`config.mk`:
```
export PLATFORM = sky130hd
export DESIGN_NAME = rau_ctrl
export DESIGN_NICKNAME = d
export VERILOG_FILES = /design/src/hdl/rau_pkg.sv /design/src/hdl/rau_ctrl.sv
export SDC_FILE = /design/constraint.sdc
export NUM_CORES = 1
export LEC_CHECK = 0
export ABC_AREA = 1
export BUFFER_PORTS_ARGS = -buffer_cell sky130_fd_sc_hd__buf_2
export CAP_MARGIN = 20
export CORE_ASPECT_RATIO = 0.7
export CORE_MARGIN = 2
export CORE_UTILIZATION = 32
export CTS_CLUSTER_SIZE = 14
export DETAILED_ROUTE_END_ITERATION = 10
export HOLD_SLACK_MARGIN = 0.06
export PLACE_DENSITY_LB_ADDON = 0.15
export SLEW_MARGIN = 20
export SYNTH_ARGS = -nofsm -noshare
export SYNTH_HDL_FRONTEND = slang
export SYNTH_SLANG_ARGS = --single-unit
```
`constraint.sdc`:
```
create_clock -name clk -period 3.7 [get_ports clk]
set_input_delay 0.37 -clock clk [delete_from_list [all_inputs] [get_ports clk]]
set_output_delay 0.37 -clock clk [all_outputs]
set_load 0.05 [all_outputs]
```
`src/hdl/rau_pkg.sv`:
```
// ----------------------------------------------------------------------------
// rau_pkg
// Shared types and constants of the rational arithmetic unit.
// ----------------------------------------------------------------------------
package rau_pkg;

  localparam int FIELD_W     = 32;
  localparam int OP_W        = 4;
  localparam int IN_TDATA_W  = 4 * FIELD_W;
  localparam int OUT_TDATA_W = 72;

  typedef enum logic [OP_W-1:0] {
    OP_ADD = 4'd0,
    OP_SUB = 4'd1,
    OP_MUL = 4'd2,
    OP_DIV = 4'd3,
    OP_LT  = 4'd4,
    OP_LE  = 4'd5,
    OP_EQ  = 4'd6,
    OP_NE  = 4'd7,
    OP_GE  = 4'd8,
    OP_GT  = 4'd9
  } op_t;

  typedef enum logic [4:0] {
    CMD_NONE,
    CMD_LOAD,
    CMD_INF,
    CMD_GCD_DEN,
    CMD_GCD_RES,
    CMD_DIV_Q1,
    CMD_DIV_Q2,
    CMD_DIV_CN,
    CMD_DIV_CD,
    CMD_MUL_AN_BN,
    CMD_MUL_AD_BD,
    CMD_MUL_AN_BD,
    CMD_MUL_AD_BN,
    CMD_MUL_AD_Q1,
    CMD_MUL_AN_Q1,
    CMD_MUL_BN_Q2,
    CMD_ADD,
    CMD_SUB,
    CMD_OUT_ARITH,
    CMD_OUT_CMP,
    CMD_OUT_ZERO
  } cmd_t;

  typedef enum logic [1:0] {
    DST_Q1,
    DST_Q2,
    DST_CN,
    DST_CD
  } dst_t;

  typedef enum logic [4:0] {
    S_IDLE,
    S_DECODE,
    S_GCD1,
    S_DIVQ1,
    S_DIVQ2,
    S_M1,
    S_M2,
    S_M3,
    S_SUM,
    S_MUL2M,
    S_MUL2D,
    S_RED,
    S_GCD2,
    S_DIVCN,
    S_DIVCD,
    S_CMP2,
    S_OUT_ARITH,
    S_OUT_CMP,
    S_OUT_ZERO
  } state_t;

  typedef struct packed {
    logic den_zero;
    logic g_one;
    logic gcd_done;
    logic div_done;
    logic out_free;
    op_t  op;
  } stat_t;

endpackage

```
`src/hdl/rau_ctrl.sv`:
```
// ----------------------------------------------------------------------------
// rau_ctrl
// Sequencer that steps the datapath through one operation at a time.
// ----------------------------------------------------------------------------
module rau_ctrl (
  input  logic           clk,
  input  logic           rst,
  input  logic           s_tvalid,
  output logic           s_tready,
  input  rau_pkg::stat_t stat,
  output rau_pkg::cmd_t  cmd
);

  rau_pkg::state_t state, state_next;

  always_ff @(posedge clk) begin
    if (rst) begin
      state <= rau_pkg::S_IDLE;
    end else begin
      state <= state_next;
    end
  end

  always_comb begin
    state_next = state;
    cmd        = rau_pkg::CMD_NONE;
    s_tready   = 1'b0;
    case (state)
      rau_pkg::S_IDLE: begin
        s_tready = 1'b1;
        if (s_tvalid) begin
          cmd        = rau_pkg::CMD_LOAD;
          state_next = rau_pkg::S_DECODE;
        end
      end
      rau_pkg::S_DECODE: begin
        case (stat.op)
          rau_pkg::OP_ADD, rau_pkg::OP_SUB: begin
            if (stat.den_zero) begin
              cmd        = rau_pkg::CMD_INF;
              state_next = rau_pkg::S_OUT_ARITH;
            end else begin
              cmd        = rau_pkg::CMD_GCD_DEN;
              state_next = rau_pkg::S_GCD1;
            end
          end
          rau_pkg::OP_MUL: begin
            cmd        = rau_pkg::CMD_MUL_AN_BN;
            state_next = rau_pkg::S_MUL2M;
          end
          rau_pkg::OP_DIV: begin
            cmd        = rau_pkg::CMD_MUL_AN_BD;
            state_next = rau_pkg::S_MUL2D;
          end
          rau_pkg::OP_LT, rau_pkg::OP_LE, rau_pkg::OP_EQ,
          rau_pkg::OP_NE, rau_pkg::OP_GE, rau_pkg::OP_GT: begin
            cmd        = rau_pkg::CMD_MUL_AN_BD;
            state_next = rau_pkg::S_CMP2;
          end
          default: state_next = rau_pkg::S_OUT_ZERO;
        endcase
      end
      rau_pkg::S_GCD1: begin
        if (stat.gcd_done) begin
          cmd        = rau_pkg::CMD_DIV_Q1;
          state_next = rau_pkg::S_DIVQ1;
        end
      end
      rau_pkg::S_DIVQ1: begin
        if (stat.div_done) begin
          cmd        = rau_pkg::CMD_DIV_Q2;
          state_next = rau_pkg::S_DIVQ2;
        end
      end
      rau_pkg::S_DIVQ2: begin
        if (stat.div_done) begin
          state_next = rau_pkg::S_M1;
        end
      end
      rau_pkg::S_M1: begin
        cmd        = rau_pkg::CMD_MUL_AD_Q1;
        state_next = rau_pkg::S_M2;
      end
      rau_pkg::S_M2: begin
        cmd        = rau_pkg::CMD_MUL_AN_Q1;
        state_next = rau_pkg::S_M3;
      end
      rau_pkg::S_M3: begin
        cmd        = rau_pkg::CMD_MUL_BN_Q2;
        state_next = rau_pkg::S_SUM;
      end
      rau_pkg::S_SUM: begin
        cmd        = (stat.op == rau_pkg::OP_SUB) ? rau_pkg::CMD_SUB : rau_pkg::CMD_ADD;
        state_next = rau_pkg::S_RED;
      end
      rau_pkg::S_MUL2M: begin
        cmd        = rau_pkg::CMD_MUL_AD_BD;
        state_next = rau_pkg::S_RED;
      end
      rau_pkg::S_MUL2D: begin
        cmd        = rau_pkg::CMD_MUL_AD_BN;
        state_next = rau_pkg::S_RED;
      end
      rau_pkg::S_RED: begin
        cmd        = rau_pkg::CMD_GCD_RES;
        state_next = rau_pkg::S_GCD2;
      end
      rau_pkg::S_GCD2: begin
        if (stat.gcd_done) begin
          if (stat.g_one) begin
            state_next = rau_pkg::S_OUT_ARITH;
          end else begin
            cmd        = rau_pkg::CMD_DIV_CN;
            state_next = rau_pkg::S_DIVCN;
          end
        end
      end
      rau_pkg::S_DIVCN: begin
        if (stat.div_done) begin
          cmd        = rau_pkg::CMD_DIV_CD;
          state_next = rau_pkg::S_DIVCD;
        end
      end
      rau_pkg::S_DIVCD: begin
        if (stat.div_done) begin
          state_next = rau_pkg::S_OUT_ARITH;
        end
      end
      rau_pkg::S_CMP2: begin
        cmd        = rau_pkg::CMD_MUL_AD_BN;
        state_next = rau_pkg::S_OUT_CMP;
      end
      rau_pkg::S_OUT_ARITH: begin
        if (stat.out_free) begin
          cmd        = rau_pkg::CMD_OUT_ARITH;
          state_next = rau_pkg::S_IDLE;
        end
      end
      rau_pkg::S_OUT_CMP: begin
        if (stat.out_free) begin
          cmd        = rau_pkg::CMD_OUT_CMP;
          state_next = rau_pkg::S_IDLE;
        end
      end
      rau_pkg::S_OUT_ZERO: begin
        if (stat.out_free) begin
          cmd        = rau_pkg::CMD_OUT_ZERO;
          state_next = rau_pkg::S_IDLE;
        end
      end
      default: state_next = rau_pkg::S_IDLE;
    endcase
  end

endmodule

```
# == Yosys cells after proc, flatten, opt, wreduce, memory -nomap -nowiden ==
# Index checks and enable logic that the tools add are counted.
# classes
add_sub_neg,0
n_mul,0
n_div,0
magnitude_cmp,0
n_eq_ne,35
shift,0
muxes,26
bitwise_logic,0
reduce_logical,9
# ops
operator,count
5-bit case mux with 16 select lines,1
5-bit case mux with 15 select lines,1
5-bit 2-to-1 mux,13
"5-bit by 4-bit == test with 1-bit output, second input constant",8
"5-bit by 3-bit == test with 1-bit output, second input constant",4
5-bit case mux with 4 select lines,1
"4-bit by 3-bit == test with 1-bit output, second input constant",4
"5-bit == test, second input constant",3
"2-bit inequality test, second input constant",7
3-bit 2-to-1 mux,4
4-bit case mux with 3 select lines,1
"5-bit by 2-bit == test with 1-bit output, second input constant",2
"4-bit by 2-bit == test with 1-bit output, second input constant",2
"4-bit == test, second input constant",2
8-bit AND reduction,1
7-bit OR reduction,1
3-bit OR reduction,2
6-bit OR reduction,1
"5-bit by 1-bit == test with 1-bit output, second input constant",1
5-bit zero test,1
"4-bit by 1-bit == test with 1-bit output, second input constant",1
4-bit zero test,1
1-bit 2-to-1 mux,4
4-bit 2-to-1 mux,1
2 further kinds,3
# totals
reg_bits,5
latchBits,0
ram_bits,0
mem_bits_ro,0
in_bits,12
output_inout_bits,6
elab_cells,71
n_memories,0

# == Depth between registers and ports, before layout ==
# depth
ltp_word,4
mapped_depth,10
depth_no_buf,9

# == Least setup slack after synthesis ==
# Ideal clock, no wire load.
# synth_path
path_type,register to output
from,register state[0]
to,output cmd[0]
t_arrival_ps,2004
required_time_ps,3330
slack_ps,1326
path_stages_with_launch,9
n_path_buf,1
path_cell_list,dfxtp_1 -> buf_6 -> nor2_4 -> nand2_2 -> nor2_1 -> nand2_1 -> o21ai_0 -> nor2_1 -> nand4_1
# synth_via
elab_chain_len,3
word_cells_on_any_way,19
cone_classes,eq/ne: 16; mux: 1; reduce/logical: 2
# synth_rtl
element,line_no,rtl
start: declaration,rau_ctrl.sv:14,"rau_pkg::state_t state, state_next;"
start signal: assignment,rau_ctrl.sv:18,state <= rau_pkg::S_IDLE;
start signal: assignment,rau_ctrl.sv:20,state <= state_next;
5-bit by 4-bit == test with 1-bit output,rau_ctrl.sv:28,case (state)
2-bit OR reduction (no source line),n/a,
5-bit case mux with 16 select lines (*),rau_ctrl.sv:28,
end: declaration,rau_ctrl.sv:11,output rau_pkg::cmd_t cmd
# Mark *: on every way between the ends. The rest lies on a longest branch, timed or not.

# == Worst setup path in the final report ==
# layout_path
from,register state[0]
to,output cmd[3]
# The elaborated chain is that of the path after synthesis.

==> flow_metrics.env <==
export IMPL_postCtsSetupBuffers=0
export IMPL_post_route_period_util_pct=60.0
export IMPL_via_count=1131
export IMPL_h_tree_depth=1
export IMPL_startpoint_type="flip-flop"
export IMPL_remaining_drc_errors=0
export IMPL_area_growth_pct=17.9
export IMPL_diodes=0
export IMPL_slew_headroom_pct=72.6
export IMPL_io_buffers=17
export IMPL_tns_ps=0
export IMPL_leakage_uw=0.000522
export IMPL_largest_register_ffs=5
export IMPL_cts_buffer_depth=2
export IMPL_coreArea_um2=2500
export IMPL_cts_resized=0
export IMPL_hold_violations=0
export IMPL_ys_seq_area_share_pct=11.7
export IMPL_path_class="flip-flop to output port"
export IMPL_seqPwrFrac_pct=13.5
export IMPL_grt_pass1_vias=949
export IMPL_cts_tree="done"
export IMPL_die_h_um=47.2
export IMPL_clockRootBuffer="clkbuf_8"
export IMPL_drive_above_1_share_pct=22.3
export IMPL_status="complete, no violations"
export IMPL_p_sw_uw=529
export IMPL_overflow=0
export IMPL_finalSetupViolCount=0
export IMPL_fmax_mhz=450
export IMPL_max_vdd_ir_drop_mv=0.299
export IMPL_detail_route_wirelength_mm=2.66
export IMPL_max_slew_worst_pin_slew_ps=410
export IMPL_reg_top3="state (5)"
export IMPL_dr_pass1_iters=5
export IMPL_p_per_area_nw_per_um2=845
export IMPL_drtIter0Drc=111
export IMPL_final_cells=213
export IMPL_synth_warnings=0
export IMPL_cts_buffers=3
export IMPL_worstPathArrival_ps=1850
export IMPL_slew_violations=0
export IMPL_place_inst=209
export IMPL_clock_skew_ps=2.75
export IMPL_place_congestion=0.970
export IMPL_mappedNetlistArea_um2=853
export IMPL_hp_class="input pin to flip-flop"
export IMPL_grt_use_total_pct=18.6
export IMPL_max_cap_viol_count=0
export IMPL_layout_commonest_cell="nand2_1"
export IMPL_internal_power_uw=321
export IMPL_clk_pin_slew_ps=40
export IMPL_top_register="state"
export IMPL_start_util_pct=34.2
export IMPL_num_nets_final=192
export IMPL_layout_common_cells="nand2_1 (33), nor2_1 (28), nand3_1 (25)"
export IMPL_layout_min_cycle_time_ps=2220
export IMPL_grt_antenna_before_repair=0
export IMPL_syn_nets=173
export IMPL_syn_area_per_cell_um2=5.30
export IMPL_dieArea_um2=3100
export IMPL_rsz0062_at_grt="no"
export IMPL_wirelength_met1_mm=1.27
export IMPL_grt_max_degree=25
export IMPL_row_count=15
export IMPL_clock_sinks=5
export IMPL_antenna_left=0
export IMPL_routed_via_density=5.31
export IMPL_cp_max_fo=8
export IMPL_ys_types=24
export IMPL_p_sw_share_pct=62.2
export IMPL_dr_wl_met2_mm=1.08
export IMPL_clk_latency_ps=220
export IMPL_total_power_uw=850
export IMPL_hold_buffers=0
export IMPL_dpl_hpwl_mm=2.19
export IMPL_io_pins=18
export IMPL_wl_met3_um=315
export IMPL_clkPwrFrac_pct=12.0
export IMPL_pwr_share_comb_pct=74.5
export IMPL_wl_per_cell_um=12.5
export IMPL_critPathRequiredTime_ps=3330
export IMPL_top_layer="met3"
export IMPL_die_width_um=65.7
export IMPL_ys_ff_latch=5
export IMPL_synthesis_instances=161
export IMPL_endpoint_kind="output port"
export IMPL_grt_pass1_wl_mm=4.35
[worst paths after layout]
path / startpoint / endpoint / slack, ps / depth (start not counted)
min reg2reg: state[4]$_SDFFE_PP0P_ / state[4]$_SDFFE_PP0P_ / 540 / 2
max reg2reg: state[0]$_SDFFE_PP0P_ / state[3]$_SDFFE_PP0P_ / 2060 / 8
max: state[0]$_SDFFE_PP0P_ / cmd[3] / 1480 / 7
min: rst / state[4]$_SDFFE_PP0P_ / 380 / 2
[power by group through the flow]
| stage | combinational (µW) | clock [µW] | sequential [µW] |
|---|---|---|---|
| floorplan | 519 | 0 | 97.8 |
| global placement | 635 | 0 | 114 |
| detailed placement | 625 | 0 | 115 |
| CTS | 628 | 103 | 115 |
| global route | 688 | 106 | 119 |
| finish | 633 | 102 | 115 |
[cell usage after synthesis (all sizes together)]
cell type	count	area (µm²)
a211oi	1	7.51
a21oi	7	35.0
a31oi	2	12.5
buf	2	16.3
clkbuf	1	3.75
dfxtp	5	100
inv	24	90.1
nand2	38	160
nand3	26	135
nand4	9	56.3
nor2	35	174
nor3	4	20.0
nor3b	1	7.51
o2111ai	1	8.76
o21ai	4	20.0
o22ai	1	6.26
[area by class of cell]
cell class | count | area, µm²
inverter | 24 | 90.1
multi-input combinational | 129 | 643
clock buffer | 4 | 45.0
fill | 274 | 1490
tap | 34 | 42.5
timing repair buffer | 17 | 85.1
sequential | 5 | 100
[stage by stage]
step	setup slack, ps	cell area, µm²	util, %	hold slack [ps]
2_1_floorplan	1330	853	-	439
3_3_place_gp	1780	961	38.5	551
3_5_place_dp	1740	961	38.5	535
4_1_cts	1500	1010	40.3	376
5_1_grt	1280	1010	40.3	387
6_report	1480	1010	40.3	382
[worst max-delay path, stage by stage (launching register included)]
cell and delay [ps]:
dfxtp_1 560, inv_2 80, nor2_2 170, nand3_1 160, nor2_1 190, nand2_1 110, nand4_1 100, buf_2 260
[routing by layer]
layer  up-vias  global-route usage, %
met5         -                      0
met4         0                   1.25
met3         0                   5.28
met2        53                   27.7
met1       508                   27.6
li1        570                      -
[logic make-up (layout without fill, tap and decap cells)]
logic type | count (synthesis) | count (layout) | share of synthesized area (%)
DFF | 5 | 5 | 11.7
and+or+nand+nor | 113 | 113 | 64.8
AOI/OAI and AO/OA | 16 | 16 | 10.6
buffers and inverters | 27 | 45 | 12.9
(Power assumes the default switching activity.)
